<file path="src/hdl/fkin_pkg.sv">
// shared types, constants and helper functions for the arm kinematics core
// no dependencies
`default_nettype none
package fkin_pkg;

  localparam int CORDIC_ITERATIONS_DEF = 16;
  localparam int ATAN_DEPTH = 24;

  localparam int AngW   = 35;   // residual angle, Q2.30 with headroom
  localparam int TrigW  = 34;   // sine / cosine, Q2.30 with headroom
  localparam int RW     = 35;   // radius, Q.30
  localparam int ProdW  = 53;   // 35 x 18 product
  localparam int AccW   = 68;
  localparam int PosW   = 20;
  localparam int LenW   = 16;
  localparam int JntW   = 16;
  localparam int RegIdxW = 3;

  localparam logic signed [JntW-1:0] BASE_LIMIT = 16'sd25736;
  localparam logic signed [35:0] PI_Q30      = 36'sd3373259426;
  localparam logic signed [35:0] TWO_PI_Q30  = 36'sd6746518852;
  localparam logic signed [35:0] HALF_PI_Q30 = 36'sd1686629713;
  localparam logic signed [TrigW-1:0] GAIN_Q30 = 34'sd652032874;

  localparam logic signed [PosW-1:0] POS_MAX = 20'sd524287;
  localparam logic signed [PosW-1:0] POS_MIN = -20'sd524288;
  localparam logic signed [PosW-1:0] POSE_X_RST = 20'sd19661;
  localparam logic signed [PosW-1:0] POSE_Y_RST = 20'sd0;
  localparam logic signed [PosW-1:0] POSE_Z_RST = 20'sd19661;

  // configuration register indexes
  localparam logic [RegIdxW-1:0] REG_UPPER_LEN = 3'd0;
  localparam logic [RegIdxW-1:0] REG_FORE_LEN  = 3'd1;
  localparam logic [RegIdxW-1:0] REG_SH_MIN    = 3'd2;
  localparam logic [RegIdxW-1:0] REG_SH_MAX    = 3'd3;
  localparam logic [RegIdxW-1:0] REG_EL_MIN    = 3'd4;
  localparam logic [RegIdxW-1:0] REG_EL_MAX    = 3'd5;
  localparam logic [RegIdxW-1:0] REG_WR_MIN    = 3'd6;
  localparam logic [RegIdxW-1:0] REG_WR_MAX    = 3'd7;

  // which angle travels down the rotator chain
  localparam logic [1:0] TAG_SHOULDER = 2'd0;
  localparam logic [1:0] TAG_SUM      = 2'd1;
  localparam logic [1:0] TAG_BASE     = 2'd2;

  localparam logic signed [AngW-1:0] ATAN_TAB [ATAN_DEPTH] = '{
    35'sh03243F6A8, 35'sh01DAC6705, 35'sh00FADBAFC, 35'sh007F56EA6,
    35'sh003FEAB76, 35'sh001FFD55B, 35'sh000FFFAAA, 35'sh0007FFF55,
    35'sh0003FFFEA, 35'sh0001FFFFD, 35'sh0000FFFFF, 35'sh00007FFFF,
    35'sh00003FFFF, 35'sh00001FFFF, 35'sh00000FFFF, 35'sh000007FFF,
    35'sh000003FFF, 35'sh000001FFF, 35'sh000000FFF, 35'sh0000007FF,
    35'sh0000003FF, 35'sh0000001FF, 35'sh0000000FF, 35'sh00000007F
  };

  typedef struct packed {
    logic                    valid;
    logic [1:0]              tag;
    logic                    neg;
    logic signed [TrigW-1:0] x;
    logic signed [TrigW-1:0] y;
    logic signed [AngW-1:0]  a;
  } cordic_stage_t;

  typedef struct packed {
    logic neg;
    logic signed [AngW-1:0] a;
  } prep_t;

  // reduce a Q3.13 angle into [-pi/2, pi/2] in Q2.30, flag for negation
  function automatic prep_t prep_angle(input logic signed [JntW:0] ang);
    logic signed [35:0] a;
    prep_t res;
    a = 36'(ang) <<< 17;
    if (a > PI_Q30) begin
      a = a - TWO_PI_Q30;
    end else if (a < -PI_Q30) begin
      a = a + TWO_PI_Q30;
    end
    res.neg = 1'b0;
    if (a > HALF_PI_Q30) begin
      a = a - PI_Q30;
      res.neg = 1'b1;
    end else if (a < -HALF_PI_Q30) begin
      a = a + PI_Q30;
      res.neg = 1'b1;
    end
    res.a = a[AngW-1:0];
    return res;
  endfunction

  function automatic logic signed [PosW-1:0] sat20(input logic signed [AccW-1:0] v);
    if (v > AccW'(POS_MAX)) begin
      return POS_MAX;
    end else if (v < AccW'(POS_MIN)) begin
      return POS_MIN;
    end
    return v[PosW-1:0];
  endfunction

endpackage
`default_nettype wire

</file>
<file path="src/hdl/fkin_mac.sv">
// multiply-accumulate sequencer: link terms, radius, then z, x, y
// depends on fkin_pkg
`default_nettype none
module fkin_mac (
  input  wire                                    clk,
  input  wire                                    rst_n,
  input  wire                                    start,
  input  wire        [fkin_pkg::LenW-1:0]        l1,
  input  wire        [fkin_pkg::LenW-1:0]        l2,
  input  wire signed [fkin_pkg::TrigW-1:0]       cs,
  input  wire signed [fkin_pkg::TrigW-1:0]       ss,
  input  wire signed [fkin_pkg::TrigW-1:0]       cse,
  input  wire signed [fkin_pkg::TrigW-1:0]       sse,
  input  wire signed [fkin_pkg::TrigW-1:0]       cb,
  input  wire signed [fkin_pkg::TrigW-1:0]       sb,
  output logic                                   done,
  output logic signed [fkin_pkg::PosW-1:0]       pos_x,
  output logic signed [fkin_pkg::PosW-1:0]       pos_y,
  output logic signed [fkin_pkg::PosW-1:0]       pos_z
);

  localparam int AccW = fkin_pkg::AccW;
  localparam logic signed [AccW-1:0] HALF15 = AccW'(1) <<< 14;
  localparam logic signed [AccW-1:0] HALF29 = AccW'(1) <<< 28;
  localparam logic signed [AccW-1:0] HALF44 = AccW'(1) <<< 43;
  localparam logic [3:0] LAST_STEP = 4'd9;

  logic        busy_r, busy_nxt;
  logic [3:0]  stp_r, stp_nxt;
  logic        done_r, done_nxt;
  logic signed [fkin_pkg::ProdW-1:0] prod_r, prod_nxt;
  logic signed [AccW-1:0]            acc_r, acc_nxt;
  logic signed [fkin_pkg::RW-1:0]    r_r, r_nxt;
  logic signed [fkin_pkg::PosW-1:0]  x_r, x_nxt, y_r, y_nxt, z_r, z_nxt;
  logic signed [fkin_pkg::RW-1:0]    op_a;
  logic signed [17:0]                op_b;
  logic signed [AccW-1:0]            prod_ext, acc_rnd;

  // operand select for the shared multiplier
  always_comb begin
    case (stp_r[2:0])
      3'd0:    begin op_a = fkin_pkg::RW'(cs);  op_b = {2'b00, l1}; end
      3'd1:    begin op_a = fkin_pkg::RW'(cse); op_b = {2'b00, l2}; end
      3'd2:    begin op_a = fkin_pkg::RW'(ss);  op_b = {2'b00, l1}; end
      3'd3:    begin op_a = fkin_pkg::RW'(sse); op_b = {2'b00, l2}; end
      3'd4:    begin op_a = r_r; op_b = cb[fkin_pkg::TrigW-1:16]; end
      3'd5:    begin op_a = r_r; op_b = {2'b00, cb[15:0]}; end
      3'd6:    begin op_a = r_r; op_b = sb[fkin_pkg::TrigW-1:16]; end
      default: begin op_a = r_r; op_b = {2'b00, sb[15:0]}; end
    endcase
  end

  always_comb begin
    prod_ext = AccW'(prod_r);
    prod_nxt = fkin_pkg::ProdW'(op_a) * fkin_pkg::ProdW'(op_b);
    busy_nxt = busy_r;
    stp_nxt  = stp_r;
    done_nxt = 1'b0;
    acc_nxt  = acc_r;
    r_nxt    = r_r;
    x_nxt    = x_r;
    y_nxt    = y_r;
    z_nxt    = z_r;
    acc_rnd  = '0;
    if (!busy_r) begin
      if (start) begin
        busy_nxt = 1'b1;
        stp_nxt  = '0;
      end
    end else begin
      stp_nxt = stp_r + 4'd1;
      case (stp_r)
        4'd1: acc_nxt = prod_ext;
        4'd2, 4'd4, 4'd6, 4'd8: acc_nxt = acc_r + prod_ext;
        4'd3: begin
          acc_rnd = (acc_r + HALF15) >>> 15;
          r_nxt   = acc_rnd[fkin_pkg::RW-1:0];
          acc_nxt = prod_ext;
        end
        4'd5: begin
          acc_rnd = (acc_r + HALF29) >>> 29;
          z_nxt   = fkin_pkg::sat20(acc_rnd);
          acc_nxt = prod_ext <<< 16;
        end
        4'd7: begin
          acc_rnd = (acc_r + HALF44) >>> 44;
          x_nxt   = fkin_pkg::sat20(acc_rnd);
          acc_nxt = prod_ext <<< 16;
        end
        LAST_STEP: begin
          acc_rnd  = (acc_r + HALF44) >>> 44;
          y_nxt    = fkin_pkg::sat20(acc_rnd);
          busy_nxt = 1'b0;
          done_nxt = 1'b1;
        end
        default: ;
      endcase
    end
  end

  always_ff @(posedge clk) begin
    if (!rst_n) begin
      busy_r <= 1'b0;
      stp_r  <= '0;
      done_r <= 1'b0;
    end else begin
      busy_r <= busy_nxt;
      stp_r  <= stp_nxt;
      done_r <= done_nxt;
    end
    prod_r <= prod_nxt;
    acc_r  <= acc_nxt;
    r_r    <= r_nxt;
    x_r    <= x_nxt;
    y_r    <= y_nxt;
    z_r    <= z_nxt;
  end

  assign done  = done_r;
  assign pos_x = x_r;
  assign pos_y = y_r;
  assign pos_z = z_r;

endmodule
`default_nettype wire

</file>
<file path="config.mk">
export PLATFORM = sky130hd
export DESIGN_NAME = fkin_mac
export DESIGN_NICKNAME = d
export VERILOG_FILES = /design/src/hdl/fkin_pkg.sv /design/src/hdl/fkin_mac.sv
export SDC_FILE = /design/constraint.sdc
export NUM_CORES = 2
export LEC_CHECK = 0
export BUFFER_PORTS_ARGS = -buffer_cell sky130_fd_sc_hd__clkbuf_2
export CORE_MARGIN = 2
export CORE_UTILIZATION = 50
export CTS_BUF_LIST = sky130_fd_sc_hd__clkbuf_8 sky130_fd_sc_hd__clkbuf_16
export DETAILED_ROUTE_END_ITERATION = 8
export PLACE_DENSITY = 0.66
export SLEW_MARGIN = 20
export SYNTH_ARGS = -nofsm -noshare
export SYNTH_HDL_FRONTEND = slang
export SYNTH_SLANG_ARGS = --single-unit
</file>
<file path="constraint.sdc">
create_clock -name clk -period 10.6 [get_ports clk]
set_input_delay 2.12 -clock clk [delete_from_list [all_inputs] [get_ports clk]]
set_output_delay 2.12 -clock clk [all_outputs]
set_load 0.02 [all_outputs]
</file>
==> flow_summary_export.csv <==
group,metric,value,unit
synth,synth_top_area_share,33.22,%
sta,min_period,9.613,ns
synth,synth-xor-area-share,4.850,%
synth,yosys-top-cells-area,"fa_1 33%, edfxtp_1 13%, inv_1 7.7%",
clock_tree,clkLatencyLatePin,0.55,ns
cells_and_area,layout_commonest_cell,"inv_1",
cells_and_area,layout-drive-gt1-share,12.12,%
clock_tree,ctsLongestPathBuffers,3,
global_routing,grt_max_degree,87,
routing,drc_errors,0,
sta,slew_viol_final,0,
clock_tree,cts_tree,"yes",
place,numPortBuffers,299,
synth,synth_flop_cell,"edfxtp_1",
worst_setup_path,crit_path_top_delay_cell,"mux2i_4",
run,cap_violations,0,
cells_and_area,fin_nets,5350,
die,die_x,273.4,µm
clock_tree,cts_buffers,22,
die,chipHeight,273.4,µm
place,globalplace.congestion,0.9637,
global_routing,grt_util_all_layers,31.12,%
die,start_util,50.66,%
clock_tree,h-tree-depth,1,
synth,yosys.area.top_type,"fa_1",
routing,wl_per_cell,21.90,µm
global_routing,grt_overflow,0,
synth,avgSynthCellArea,8.869,µm²
sta,hold_violations,0,
outcome,outcome,"finished clean",
min_path,hold_class,"reg2reg",
cells_and_area,layout_common_cells,"742 x inv_1, 602 x fa_1, 453 x nand2_1",
clock_tree,hold_buffers,0,
routing,dr.pass1.iters,6,
synth,yosys.area_share.adder,40.19,%
synth,synth_nets,5133,
worst_setup_path,end_kind,"register",
routing,drt_iter0_drc,2617,
sta,fin_crit_sh,90.69,%
sta,finClkSkew,0.03027,ns
sta,setup_viol,0,
clock_tree,root_buffer,"clkbuf_16",
sta,rsz0062_at_grt,"false",
global_routing,antenna_found_initial,2,
worst_setup_path,cp.required,11.08,ns
synth,ys_types,89,
die,io_pins,300,
die,row_count,98,
sta,tightest_slew,1.099,ns
global_routing,first_global_vias,29970,
routing,routed_wl,115600,µm
synth,yosysWarnings,0,
sta,fmax,104.0,MHz
worst_setup_path,crit_path_max_fanout,16,
clock_tree,postCtsSetupBuffers,0,
synth,synth_edf_count,163,
worst_setup_path,criticalPathCategory,"in2reg",
synth,seq_area_frac_synth,16.75,%
worst_setup_path,startpoint_type,"input port",
synth,synthArstFlopShare,0,%
routing,detail-route-antenna-nets,0,
die,core,71610,µm²
cells_and_area,syn_to_final_growth,9.310,%
synth,ys_seq_elements,222,
worst_setup_path,critical-path-max-stage-delay,0.74,ns
synth,synth_top_family_by_area,"adder cells",
synth,synth_compound_area_share,12.15,%
worst_setup_path,critPathArrivalTime,10.09,ns
routing,vias,30190,
sta,slew-limit-headroom,26.74,%
sta,fin_setup_tns,0,ns
place,hpwl,94200,µm
synth,muxShareOfSynthArea,2.080,%
synth,synthSimpleGateAreaFrac,14.23,%
clock_tree,clock_sinks,222,
worst_setup_path,path_common_cell,"fa_1",
synth,synth_cells,4090,
global_routing,grt_pass1_wl,175200,µm
die,dieArea,74720,µm²
clock_tree,clk_pin_slew_worst_paths,0.07,ns
clock_tree,cts_resized,0,
routing,avgViaCountPerCell,5.723,
synth,synth.cell_area,36270,µm²
final timing paths:
path	slack, ns	start	to	cells after the start
worst max register to register	1.05	stp_r[0]$_SDFFE_PN0P_	prod_r[51]$_DFF_P_	32
worst min-delay path	0.63	busy_r$_SDFF_PN0_	stp_r[0]$_SDFFE_PN0P_	2
worst min register to register	0.63	busy_r$_SDFF_PN0_	stp_r[0]$_SDFFE_PN0P_	2
worst max-delay path	0.99	cb[7]	prod_r[51]$_DFF_P_	29
cells in the mapped netlist (7+ instances only):
library cell,n
a211oi_1,22
a21boi_0,7
a21o_1,51
a21oi_1,175
a22o_1,17
a22oi_1,71
a31o_2,38
a31oi_1,46
and2_1,23
and3_1,20
buf_1,11
clkbuf_1,153
dfxtp_1,59
edfxtp_1,163
fa_1,602
ha_1,202
inv_1,741
mux2_2,19
mux2i_1,54
nand2_1,453
nand2b_1,21
nand3_1,81
nand4_1,32
nor2_1,446
nor2b_1,29
nor3_1,28
nor4_1,9
o211ai_1,7
o21a_1,7
o21ai_0,148
o21ai_2,7
o21bai_1,22
or2_2,11
or3_1,10
xnor2_1,126
xor2_1,73
cell families after synthesis:
group / Yosys count
AOI/OAI and AO/OA: 681
xor gates and xnor gates: 200
adders and majority gates: 804
buffers and inverters: 919
DFF: 222
muxes: 73
and+or+nand+nor: 1191
through the flow:
step / area, µm² / hold WS (ns) / std cells / util, % / setup WS [ns]
global placement: 38910 / 0.6126 / 5232 / 54.33 / 0.7005
finish: 39650 / 0.6254 / 5276 / 55.37 / 0.9874
CTS: 39620 / 0.6274 / 5272 / 55.32 / 1.138
detailed placement: 38910 / 0.6173 / 5232 / 54.33 / 0.5912
global route: 39640 / 0.6606 / 5273 / 55.36 / 0.5638
floorplan: 36270 / 0.5545 / 4090 / - / 1.260
sequential cells by signal (all words and copies together), names as in the netlist:
name and count:
acc_r 68, busy_r 1, done 1, pos_x 20
pos_y 20, pos_z 20, prod_r 53, r_r 35
stp_r 4
final cells by class:
type                            instances  area (µm²)
Antenna cell                            3       7.507
Clock buffer                           24       589.3
Clock inverter                         16       121.4
Fill cell                            6665       31960
Inverter                              741        2781
Multi-Input combinational cell       2949       26810
Sequential cell                       222        6080
Tap cell                              950        1189
Timing Repair Buffer                  371        2069
worst max-delay path: cells and delay by family:
| family | cells | cell delay [ns] |
|---|---|---|
| buf+inv | 6 | 0.57 |
| fa+ha+maj | 7 | 3.42 |
| mux | 1 | 0.74 |
| simple gates | 2 | 0.22 |
| xor+xnor | 1 | 0.15 |
| compound gates | 12 | 2.82 |
layer usage:
layer | wire length, µm | GRT usage (%)
met1 | 44390 | 39.81
met2 | 53540 | 50.27
met3 | 11080 | 6.851
met4 | 6550 | 14.81
met5 | 0 | 0
Power is not shown: default switching activity piles up to over one toggle a cycle in this logic, so the estimate is an artifact.
