### src/hdl/fkin_pkg.sv
// shared types, constants and helper functions for the arm kinematics core
// no dependencies
`default_nettype none
package fkin_pkg;

  localparam int CORDIC_ITERATIONS_DEF = 16;
  localparam int ATAN_DEPTH = 24;

  localparam int AngW   = 35;   // residual angle, Q2.30 with headroom
  localparam int TrigW  = 34;   // sine / cosine, Q2.30 with headroom
  localparam int RW     = 35;   // radius, Q.30
  localparam int ProdW  = 53;   // 35 x 18 product
  localparam int AccW   = 68;
  localparam int PosW   = 20;
  localparam int LenW   = 16;
  localparam int JntW   = 16;
  localparam int RegIdxW = 3;

  localparam logic signed [JntW-1:0] BASE_LIMIT = 16'sd25736;
  localparam logic signed [35:0] PI_Q30      = 36'sd3373259426;
  localparam logic signed [35:0] TWO_PI_Q30  = 36'sd6746518852;
  localparam logic signed [35:0] HALF_PI_Q30 = 36'sd1686629713;
  localparam logic signed [TrigW-1:0] GAIN_Q30 = 34'sd652032874;

  localparam logic signed [PosW-1:0] POS_MAX = 20'sd524287;
  localparam logic signed [PosW-1:0] POS_MIN = -20'sd524288;
  localparam logic signed [PosW-1:0] POSE_X_RST = 20'sd19661;
  localparam logic signed [PosW-1:0] POSE_Y_RST = 20'sd0;
  localparam logic signed [PosW-1:0] POSE_Z_RST = 20'sd19661;

  // configuration register indexes
  localparam logic [RegIdxW-1:0] REG_UPPER_LEN = 3'd0;
  localparam logic [RegIdxW-1:0] REG_FORE_LEN  = 3'd1;
  localparam logic [RegIdxW-1:0] REG_SH_MIN    = 3'd2;
  localparam logic [RegIdxW-1:0] REG_SH_MAX    = 3'd3;
  localparam logic [RegIdxW-1:0] REG_EL_MIN    = 3'd4;
  localparam logic [RegIdxW-1:0] REG_EL_MAX    = 3'd5;
  localparam logic [RegIdxW-1:0] REG_WR_MIN    = 3'd6;
  localparam logic [RegIdxW-1:0] REG_WR_MAX    = 3'd7;

  // which angle travels down the rotator chain
  localparam logic [1:0] TAG_SHOULDER = 2'd0;
  localparam logic [1:0] TAG_SUM      = 2'd1;
  localparam logic [1:0] TAG_BASE     = 2'd2;

  localparam logic signed [AngW-1:0] ATAN_TAB [ATAN_DEPTH] = '{
    35'sh03243F6A8, 35'sh01DAC6705, 35'sh00FADBAFC, 35'sh007F56EA6,
    35'sh003FEAB76, 35'sh001FFD55B, 35'sh000FFFAAA, 35'sh0007FFF55,
    35'sh0003FFFEA, 35'sh0001FFFFD, 35'sh0000FFFFF, 35'sh00007FFFF,
    35'sh00003FFFF, 35'sh00001FFFF, 35'sh00000FFFF, 35'sh000007FFF,
    35'sh000003FFF, 35'sh000001FFF, 35'sh000000FFF, 35'sh0000007FF,
    35'sh0000003FF, 35'sh0000001FF, 35'sh0000000FF, 35'sh00000007F
  };

  typedef struct packed {
    logic                    valid;
    logic [1:0]              tag;
    logic                    neg;
    logic signed [TrigW-1:0] x;
    logic signed [TrigW-1:0] y;
    logic signed [AngW-1:0]  a;
  } cordic_stage_t;

  typedef struct packed {
    logic neg;
    logic signed [AngW-1:0] a;
  } prep_t;

  // reduce a Q3.13 angle into [-pi/2, pi/2] in Q2.30, flag for negation
  function automatic prep_t prep_angle(input logic signed [JntW:0] ang);
    logic signed [35:0] a;
    prep_t res;
    a = 36'(ang) <<< 17;
    if (a > PI_Q30) begin
      a = a - TWO_PI_Q30;
    end else if (a < -PI_Q30) begin
      a = a + TWO_PI_Q30;
    end
    res.neg = 1'b0;
    if (a > HALF_PI_Q30) begin
      a = a - PI_Q30;
      res.neg = 1'b1;
    end else if (a < -HALF_PI_Q30) begin
      a = a + PI_Q30;
      res.neg = 1'b1;
    end
    res.a = a[AngW-1:0];
    return res;
  endfunction

  function automatic logic signed [PosW-1:0] sat20(input logic signed [AccW-1:0] v);
    if (v > AccW'(POS_MAX)) begin
      return POS_MAX;
    end else if (v < AccW'(POS_MIN)) begin
      return POS_MIN;
    end
    return v[PosW-1:0];
  endfunction

endpackage
`default_nettype wire

### src/hdl/fkin_cordic_cell.sv
// one rotation step of the cordic chain, registered
// depends on fkin_pkg
`default_nettype none
module fkin_cordic_cell #(
  parameter int SHIFT = 0
) (
  input  wire                      clk,
  input  wire                      rst_n,
  input  fkin_pkg::cordic_stage_t  stage_in,
  output fkin_pkg::cordic_stage_t  stage_out
);

  fkin_pkg::cordic_stage_t stage_r, stage_nxt;

  always_comb begin
    stage_nxt = stage_in;
    if (!stage_in.a[fkin_pkg::AngW-1]) begin
      stage_nxt.x = stage_in.x - (stage_in.y >>> SHIFT);
      stage_nxt.y = stage_in.y + (stage_in.x >>> SHIFT);
      stage_nxt.a = stage_in.a - fkin_pkg::ATAN_TAB[SHIFT];
    end else begin
      stage_nxt.x = stage_in.x + (stage_in.y >>> SHIFT);
      stage_nxt.y = stage_in.y - (stage_in.x >>> SHIFT);
      stage_nxt.a = stage_in.a + fkin_pkg::ATAN_TAB[SHIFT];
    end
  end

  always_ff @(posedge clk) begin
    if (!rst_n) begin
      stage_r.valid <= 1'b0;
    end else begin
      stage_r.valid <= stage_nxt.valid;
    end
    stage_r.tag <= stage_nxt.tag;
    stage_r.neg <= stage_nxt.neg;
    stage_r.x   <= stage_nxt.x;
    stage_r.y   <= stage_nxt.y;
    stage_r.a   <= stage_nxt.a;
  end

  assign stage_out = stage_r;

endmodule
`default_nettype wire

### config.mk
export PLATFORM = sky130hd
export DESIGN_NAME = fkin_cordic_cell
export DESIGN_NICKNAME = d
export VERILOG_FILES = /design/src/hdl/fkin_pkg.sv /design/src/hdl/fkin_cordic_cell.sv
export SDC_FILE = /design/constraint.sdc
export NUM_CORES = 1
export LEC_CHECK = 0
export ABC_CLOCK_PERIOD_IN_PS = 8400
export BUFFER_PORTS_ARGS = -buffer_cell sky130_fd_sc_hd__buf_2
export CELL_PAD_IN_SITES_DETAIL_PLACEMENT = 0
export CELL_PAD_IN_SITES_GLOBAL_PLACEMENT = 2
export CORE_ASPECT_RATIO = 1.75
export CORE_MARGIN = 5
export CORE_UTILIZATION = 25
export DETAILED_ROUTE_END_ITERATION = 16
export PLACE_DENSITY = 0.65
export SLEW_MARGIN = 20
export SYNTH_ARGS = -nofsm -noshare
export SYNTH_HDL_FRONTEND = slang
export SYNTH_SLANG_ARGS = --single-unit
### constraint.sdc
create_clock -name clk -period 8.4 [get_ports clk]
set_clock_uncertainty 0.1 [all_clocks]
set_input_delay 1.68 -clock clk [delete_from_list [all_inputs] [get_ports clk]]
set_output_delay 1.68 -clock clk [all_outputs]
set_load 0.02 [all_outputs]
==> results of run 1 <==
==> routing by layer <==
layer  vias up  wire (um)  share of wire, %  global-route usage, %
met5         -          0                 0                      0
met2       223      24400                58                   38.5
met3        73       1220               2.9                   2.09
met1      4739      14300                34                   16.3
li1       5017          -                 -                      -
met4         0       1990               4.8                   9.09
==> cell type report <==
type	instances	area, um^2	area share (%)
inverter	113	424	3.57
multi-input combinational	1040	7300	61.5
timing repair buffer	217	1090	9.21
tap	495	619	5.22
clock buffer	11	243	2.04
sequential	106	2120	17.9
antenna	1	2.50	0.0211
clock inverter	5	67.6	0.569
==> layout by cell type (no fill, tap or decap), types with 28 or more instances in the layout <==
| cell | count |
|---|---|
| buf_2 | 214 |
| a21oi_1 | 143 |
| ha_1 | 129 |
| inv_1 | 110 |
| dfxtp_1 | 106 |
| nor2_1 | 96 |
| nand2_1 | 83 |
| o21ai_0 | 76 |
| xnor2_1 | 60 |
| a21o_1 | 43 |
| nor3_1 | 29 |
| xor2_1 | 28 |
==> synth_stat cells, types with 4 or more instances <==
| cell type | number | area [um^2] |
|---|---|---|
| a21oi_1 | 143 | 716 |
| ha_1 | 129 | 1610 |
| inv_1 | 111 | 417 |
| dfxtp_1 | 106 | 2120 |
| nor2_1 | 96 | 360 |
| nand2_1 | 83 | 312 |
| o21ai_0 | 76 | 380 |
| xnor2_1 | 60 | 526 |
| a21o_1 | 43 | 323 |
| nor3_1 | 29 | 145 |
| xor2_1 | 28 | 245 |
| clkbuf_1 | 27 | 101 |
| nand3_1 | 25 | 125 |
| nor2b_1 | 25 | 156 |
| buf_2 | 20 | 100 |
| nand2b_1 | 19 | 119 |
| o21bai_1 | 19 | 143 |
| a31oi_1 | 18 | 113 |
| o31ai_1 | 16 | 120 |
| a211oi_1 | 15 | 113 |
| mux2i_1 | 15 | 150 |
| nand4_1 | 14 | 87.6 |
| or3_1 | 14 | 87.6 |
| o21a_1 | 13 | 97.6 |
| o21ai_1 | 13 | 65.1 |
| o211ai_1 | 12 | 90.1 |
| and2_1 | 10 | 62.6 |
| a221oi_1 | 9 | 78.8 |
| buf_1 | 9 | 33.8 |
| nor4_1 | 9 | 56.3 |
| and3_1 | 7 | 43.8 |
| o31a_1 | 6 | 52.6 |
| or2_2 | 6 | 37.5 |
| and4_1 | 5 | 43.8 |
| nand3b_1 | 5 | 37.5 |
| o22ai_1 | 5 | 31.3 |
| a211o_1 | 4 | 35.0 |
| fa_1 | 4 | 80.1 |
| o2111ai_1 | 4 | 35.0 |
| o41ai_1 | 4 | 35.0 |
| or4_1 | 4 | 30.0 |
==> power by group through the flow <==
stage	combinational, mW	sequential, mW	clock [mW]
global route	1.03	0.658	0.515
CTS	0.963	0.649	0.500
detailed placement	0.958	0.659	0
floorplan	0.475	0.800	0
global placement	0.962	0.659	0
finish	0.954	0.645	0.469
==> worst max path at each step <==
stage,to,startpoint,cells after the start,slack [ns]
floorplan,stage_out[32]$_DFF_P_,stage_in[34],13,3.51
global placement,stage_out[29]$_DFF_P_,stage_in[34],12,3.21
detailed placement,stage_out[29]$_DFF_P_,stage_in[34],12,3.18
CTS,stage_out[29]$_DFF_P_,stage_in[34],12,3.59
global route,stage_out[29]$_DFF_P_,stage_in[34],12,3.42
finish,stage_out[102]$_DFF_P_,stage_in[39],11,3.52
==> kinds of logic after synthesis <==
logic type	share of synthesized area, %
xor gates and xnor gates	7.64
buffers and inverters	6.68
muxes	1.60
adders and majority gates	16.8
and+or+nand+nor	17.7
AOI/OAI and AO/OA	28.6
DFF	21.0
==> through the flow <==
step           setup WS (ns)  cells
3_3_place_gp            3.21   1971
6_report                3.52   1988
5_1_grt                 3.42   1988
3_5_place_dp            3.18   1971
2_1_floorplan           3.51   1317
4_1_cts                 3.59   1987
==> worst max-delay path, cell delays in order <==
cell and delay [ns]:
buf_2 0.10, inv_1 0.04, ha_1 0.65, nand2_1 0.18, a211o_1 0.33, a2111oi_2 0.73
o31ai_1 0.29, a2111oi_2 0.56, nand2b_1 0.16, a21oi_1 0.06, a211oi_1 0.26
==> flow_summary_export.csv, run 1 <==
group,metric,value,unit
floorplanning,rows,97,
routing,first_pass_iters,5,
clock_network,cts.htree.levels,3,
pwr,finalPower,2.07,mW
routing,vias,10100,
synthesis,yosysUniqueCellTypes,77,
pwr,seqPwrFrac,31.2,%
timing,hold_violations,0,
synthesis,synth_edf_count,0,
timing,whs,1.30,ns
place,placed_area,11600,um^2
grt,grt_usage,18.2,%
grt,grt_max_degree,60,
grt,grt_pass1_vias,10400,
synthesis,synth_cells,1317,
floorplanning,die_x,162,um
clock_network,clk_pin_slew,0.07,ns
worst_hold_path,holdPathStages,1,
synthesis,ys_seq_elements,106,
clock_network,cts_tree,"done",
setup_path,endpoint_kind,"flip-flop",
outcome,status,"finished clean",
worst_hold_path,hp-start,"stage_in[2]",
timing,finalSetupViolCount,0,
synthesis,seq_area_frac_synth,21.0,%
layout,nNetsFinal,1729,
worst_hold_path,min_to,"stage_out[2]$_DFF_P_",
timing,max_freq,205,MHz
clock_network,post_cts_resized,0,
pwr,switching_share,42.6,%
place,gp_congestion,0.889,
layout,final_core_util,29.6,%
timing,maxSlewViolCount,0,
setup_path,crit_path_start_kind,"input pin",
clock_network,cts_buffer_depth,2,
synthesis,ys_warn_count,0,
floorplanning,die_h,276,um
setup_path,crit_type,"input pin to flip-flop",
clock_network,cts_root_buffer,"clkbuf_16",
pwr,switchingPower,0.880,mW
pwr,leakage,5.55,nW
routing,totalWireLength,42000,um
routing,vias_per_cell,5.06,
grt,antenna_found_initial,1,
pwr,p_int,1.19,mW
synthesis,ys.flop_type,"dfxtp_1",
timing,period_share,58.0,%
synthesis,syn-num-nets,1559,
pwr,powerDensity,174,nW/um^2
timing,fin_setup_tns,0,ns
place,dpl.hpwl,34600,um
grt,grt_pass1_wl,61400,um
setup_path,arrival,5.06,ns
synthesis,async_flop_share,0,%
timing,fin_crit,4.88,ns
layout,fillers,4387,
grt,grt-ovfl-total,0,
clock_network,cts_setup_buffers,0,
floorplanning,die_area,44700,um^2
routing,drc,0,
synthesis,synth.avg_cell_area,7.66,um^2
setup_path,required,8.58,ns
clock_network,cts_hold_buf,0,
timing,tightest_slew,0.805,ns
place,portBuffers,215,
routing,ant_nets,0,
setup_path,path_max_fanout,17,
layout,drive_above_1_share,17.5,%
pwr,ir_drop,0.0000713,V
timing,rsz0062_at_grt,"false",
floorplanning,ios,216,
layout,fin_area,11900,um^2
run,cap_violations,0,
pwr,clkPwrFrac,22.7,%
synthesis,netlist_area,10100,um^2
clock_network,numCtsBuffers,9,
pwr,p_comb_share,46.1,%
routing,wire_per_inst,21.1,um
clock_network,clock_sinks,106,
layout,largest_reg_flops,106,
routing,drt_iter0_drc,471,
worst_hold_path,min_path_type,"input pin to flip-flop",
layout,area_growth,17.6,%
floorplanning,fp.coreArea,40100,um^2
timing,slew_headroom,46.2,%
floorplanning,start_util,25.2,%
Power figures use the tool's default switching activity.
==> run 2: changes to the inputs <==
- ABC_CLOCK_PERIOD_IN_PS: 8400 -> 4940
- clock period: 8.4 -> 4.94 ns (I/O delays scaled with it)
==> flow_summary_export.csv, run 2 (synthesis results as in run 1) <==
group,metric,value,unit
routing,wire_per_inst,21.3,um
place,dpl.hpwl,35800,um
setup_path,crit_path_start_kind,"input pin",
clock_network,clk_pin_slew,0.09,ns
outcome,status,"finished clean",
clock_network,numCtsBuffers,9,
grt,grt_max_degree,60,
setup_path,arrival,4.18,ns
setup_path,crit_chain,"buf_2 > inv_1 > ha_1 > nand2_1 > a211o_1 > a2111oi_2 > o31ai_1 > a2111oi_2 > nand2b_1 > a21oi_1 > a211oi_1",
layout,mostFrequentLayoutCells,"buf_2, a21oi_1, ha_1",
routing,first_pass_iters,5,
clock_network,cts_setup_buffers,0,
timing,slew_headroom,50.2,%
timing,fin_crit,3.97,ns
floorplanning,fp.coreArea,40100,um^2
layout,largest_reg_flops,106,
clock_network,cts_buffer_depth,2,
grt,grt-ovfl-total,0,
timing,fin_ws,0.971,ns
floorplanning,die_x,162,um
timing,rsz0062_at_grt,"false",
routing,vias_per_cell,5.03,
timing,finalSetupViolCount,0,
place,portBuffers,215,
floorplanning,start_util,25.2,%
routing,ant_nets,0,
place,post-place-ws,0.632,ns
floorplanning,die_h,276,um
grt,grt_pass1_wl,63700,um
setup_path,required,5.15,ns
layout,nNetsFinal,1752,
setup_path,slowest_delay,0.67,ns
clock_network,cts_tree,"done",
setup_path,cp_common_cell,"a2111oi_2",
clock_network,clock_sinks,106,
setup_path,crit_type,"input pin to flip-flop",
layout,area_growth,19.0,%
layout,drive_above_1_share,18.7,%
layout,layout_commonest_cell,"buf_2",
grt,antenna_found_initial,1,
setup_path,cp_num_buf_inv,2,
timing,tightest_slew,0.741,ns
timing,maxSlewViolCount,0,
pwr,powerDensity,291,nW/um^2
timing,fin_setup_tns,0,ns
place,dp_cells,1994,
grt,grt_usage,18.8,%
clock_network,post_cts_resized,0,
timing,period_share,80.3,%
setup_path,critPathTopFamily,"compound AO/OA/AOI/OAI gates",
floorplanning,ios,216,
layout,fillers,4442,
timing,max_freq,252,MHz
routing,vias,10100,
setup_path,worst_path_max_delay_cell,"ha_1",
clock_network,cts_root_buffer,"clkbuf_16",
floorplanning,rows,97,
grt,grt_pass1_vias,10800,
routing,drc,0,
pwr,finalPower,3.49,mW
worst_hold_path,min_path_type,"input pin to flip-flop",
pwr,ir_drop,0.000138,V
clock_network,cts.htree.levels,3,
clock_network,cts_hold_buf,0,
place,gp_congestion,0.908,
run,cap_violations,0,
floorplanning,die_area,44700,um^2
routing,drt_iter0_drc,507,
setup_path,endpoint_kind,"flip-flop",
timing,hold_violations,0,
layout,final_core_util,30.0,%
routing,totalWireLength,42800,um
setup_path,path_max_fanout,17,
layout,stdcell_count,2011,
pwr,leakage,5.65,nW
run 2: final cells by class:
type / instances / area, um^2 / share of cell area [%]
multi-input combinational: 1040 / 7300 / 60.8
tap: 495 / 619 / 5.16
antenna: 1 / 2.50 / 0.0208
inverter: 113 / 424 / 3.53
timing repair buffer: 240 / 1270 / 10.5
sequential: 106 / 2120 / 17.7
clock buffer: 10 / 229 / 1.91
clock inverter: 6 / 47.5 / 0.396
run 2: metal layers:
metal	share of wire (%)	vias up	global-route usage, %
li1	-	5066	-
met1	33	4677	17.0
met2	58	284	39.1
met3	3.3	91	2.24
met4	5.6	0	10.5
met5	0	-	0
run 2: final timing paths:
path,cells past startpoint,slack [ns],startpoint,endpoint
worst min-delay path,1,0.61,stage_in[0],stage_out[0]$_DFF_P_
worst max-delay path,11,0.97,stage_in[39],stage_out[102]$_DFF_P_
run 2: stage by stage:
stage	area, um^2	hold slack, ns
2_1_floorplan	10100	0.916
3_3_place_gp	11700	0.990
3_5_place_dp	11700	0.992
4_1_cts	12000	0.581
5_1_grt	12000	0.598
6_report	12000	0.607
run 2: power breakdown:
part | total [mW] | switching (mW) | internal, mW
Sequential | 1.10 | 0.0567 | 1.05
Clock | 0.739 | 0.390 | 0.350
Combinational | 1.65 | 1.07 | 0.578
Total | 3.49 | 1.52 | 1.97
==> run 3: changes to the inputs <==
- ABC_AREA: default -> 1
- ABC_CLOCK_PERIOD_IN_PS: 4940 -> 3600
- PLACE_DENSITY: 0.65 -> 0.72
- clock period: 4.94 -> 3.6 ns (I/O delays scaled with it)
==> flow_summary_export.csv, run 3 <==
group,metric,value,unit
outcome,status,"finished clean",
clock_network,cts_root_buffer,"clkbuf_16",
clock_network,cts_hold_buf,0,
synthesis,async_flop_share,0,%
floorplanning,die_area,49300,um^2
routing,drt_iter0_drc,724,
floorplanning,fp.coreArea,44300,um^2
synthesis,synthTopCellsByCount,"nand2_1, inv_1, nand3_1",
routing,vias,12600,
synthesis,syn-num-nets,2096,
clock_network,cts_buffer_depth,2,
grt,grt_max_degree,74,
clock_network,cts_setup_buffers,0,
synthesis,synth.avg_cell_area,6.04,um^2
clock_network,clock_sinks,106,
layout,layout_commonest_cell,"nand2_1",
floorplanning,die_x,170,um
clock_network,post_cts_resized,0,
layout,largest_reg_flops,106,
timing,fin_crit,2.74,ns
pwr,p_int,2.68,mW
synthesis,yosysMostFrequentCell,"nand2_1",
layout,nNetsFinal,2304,
timing,finalSetupViolCount,0,
floorplanning,ios,216,
floorplanning,rows,102,
timing,slew_headroom,39.4,%
pwr,ir_drop,0.000212,V
layout,final_core_util,29.9,%
timing,fin_setup_tns,0,ns
synthesis,netlist_area,11200,um^2
timing,max_freq,366,MHz
grt,grt_pass1_vias,13100,
run,cap_violations,0,
timing,whs,0.332,ns
setup_path,endpoint_kind,"flip-flop",
place,portBuffers,215,
setup_path,crit_path_start_kind,"input pin",
clock_network,cts_tree,"done",
layout,mostFrequentLayoutCells,"nand2_1, inv_1, buf_2",
pwr,clkPwrFrac,23.0,%
clock_network,cts.htree.levels,3,
clock_network,clk_pin_slew,0.08,ns
layout,drive_above_1_share,14.1,%
grt,antenna_found_initial,1,
timing,hold_violations,0,
place,dpl.hpwl,45200,um
floorplanning,die_h,290,um
timing,tightest_slew,0.909,ns
setup_path,crit_type,"input pin to flip-flop",
pwr,powerDensity,370,nW/um^2
setup_path,required,3.74,ns
pwr,switchingPower,2.21,mW
layout,area_growth,18.1,%
routing,vias_per_cell,4.77,
synthesis,ys_seq_elements,106,
routing,first_pass_iters,5,
place,gp_congestion,0.910,
routing,wire_per_inst,19.5,um
setup_path,arrival,2.87,ns
synthesis,synth_cells,1854,
synthesis,yosysUniqueCellTypes,44,
worst_hold_path,min_to,"stage_out[105]$_DFF_P_",
pwr,switching_share,45.2,%
timing,rsz0062_at_grt,"false",
synthesis,synth_edf_count,0,
pwr,seqPwrFrac,29.7,%
synthesis,seq_area_frac_synth,18.9,%
routing,totalWireLength,51400,um
routing,ant_nets,0,
pwr,finalPower,4.90,mW
routing,drc,0,
synthesis,synthTopCellsByArea,"dfxtp_1, nand2_1, ha_1",
synthesis,ys.flop_type,"dfxtp_1",
grt,grt-ovfl-total,0,
layout,fin_area,13200,um^2
worst_hold_path,hp-start,"stage_in[105]",
place,placed_area,12900,um^2
clock_network,numCtsBuffers,9,
timing,maxSlewViolCount,0,
grt,grt_usage,20.1,%
setup_path,path_max_fanout,8,
synthesis,ys_warn_count,0,
pwr,leakage,7.03,nW
worst_hold_path,holdPathStages,1,
grt,grt_pass1_wl,75200,um
synthesis,yosys.area.top_type,"dfxtp_1",
timing,period_share,76.0,%
worst_hold_path,min_path_type,"input pin to flip-flop",
floorplanning,start_util,25.3,%
pwr,p_comb_share,47.3,%
synthesis,yosysTopAreaCellShare,18.9,%
## run 3: power groups by stage
| stage | Clock (mW) | Sequential, mW | Combinational [mW] |
|---|---|---|---|
| 3_5_place_dp | 0 | 1.49 | 2.35 |
| 5_1_grt | 1.19 | 1.48 | 2.55 |
| 4_1_cts | 1.17 | 1.46 | 2.35 |
| 2_1_floorplan | 0 | 1.76 | 1.18 |
| 6_report | 1.12 | 1.46 | 2.32 |
| 3_3_place_gp | 0 | 1.49 | 2.35 |
## run 3: per-layer routing
layer | vias to the layer above | track usage, % | wire length [um]
met5 | - | 0 | 0
met4 | 0 | 9.12 | 2440
met2 | 335 | 40.9 | 28900
met1 | 5784 | 19.3 | 18000
li1 | 6385 | - | -
met3 | 84 | 2.36 | 2090
## run 3: per-stage QoR
step                      worst slack (ns)  cells
after floorplan                      0.589   1854
after global placement               0.486   2623
after detailed placement             0.475   2623
after CTS                            0.890   2639
after global routing                 0.667   2639
final                                0.865   2640
## run 3: worst max-delay path, stage by stage
cell and delay (ns):
buf_2 0.11, inv_1 0.05, ha_1 0.47, buf_4 0.21
nand2_1 0.15, nor2_2 0.21, nand2_1 0.07, o211ai_1 0.20
inv_1 0.17, nor2_1 0.35, o22ai_1 0.16
## run 3: worst max path at each step
| stage | startpoint | to | cells after the start |
|---|---|---|---|
| final | stage_in[39] | stage_out[41]$_DFF_P_ | 11 |
| after global placement | stage_in[34] | stage_out[32]$_DFF_P_ | 10 |
| after detailed placement | stage_in[34] | stage_out[32]$_DFF_P_ | 12 |
| after CTS | stage_in[60] | stage_out[102]$_DFF_P_ | 14 |
| after floorplan | stage_in[34] | stage_out[24]$_DFF_P_ | 13 |
| after global routing | stage_in[65] | stage_out[102]$_DFF_P_ | 14 |
## run 3: cell type report
type | instances | area [um^2]
fillers | 5064 | 31100
multi-input cells | 1439 | 7810
flip-flops and latches | 106 | 2120
repair buffers | 243 | 1290
inverters | 263 | 987
well taps | 572 | 716
clock buffers | 11 | 243
clock inverters | 5 | 67.6
diodes | 1 | 2.50
## run 3: kinds of logic (layout without fill, tap and decap cells)
group	Yosys count	count (layout)	share of synthesized area, %
AO/OA/AOI/OAI	322	322	15.6
XOR/XNOR	49	49	3.83
adder cells (fa/ha/maj)	133	133	15.1
buffers and inverters	309	522	11.4
flip-flops	106	106	18.9
multiplexers	1	1	0.0893
other	0	1	0
AND/OR/NAND/NOR	934	934	35.0
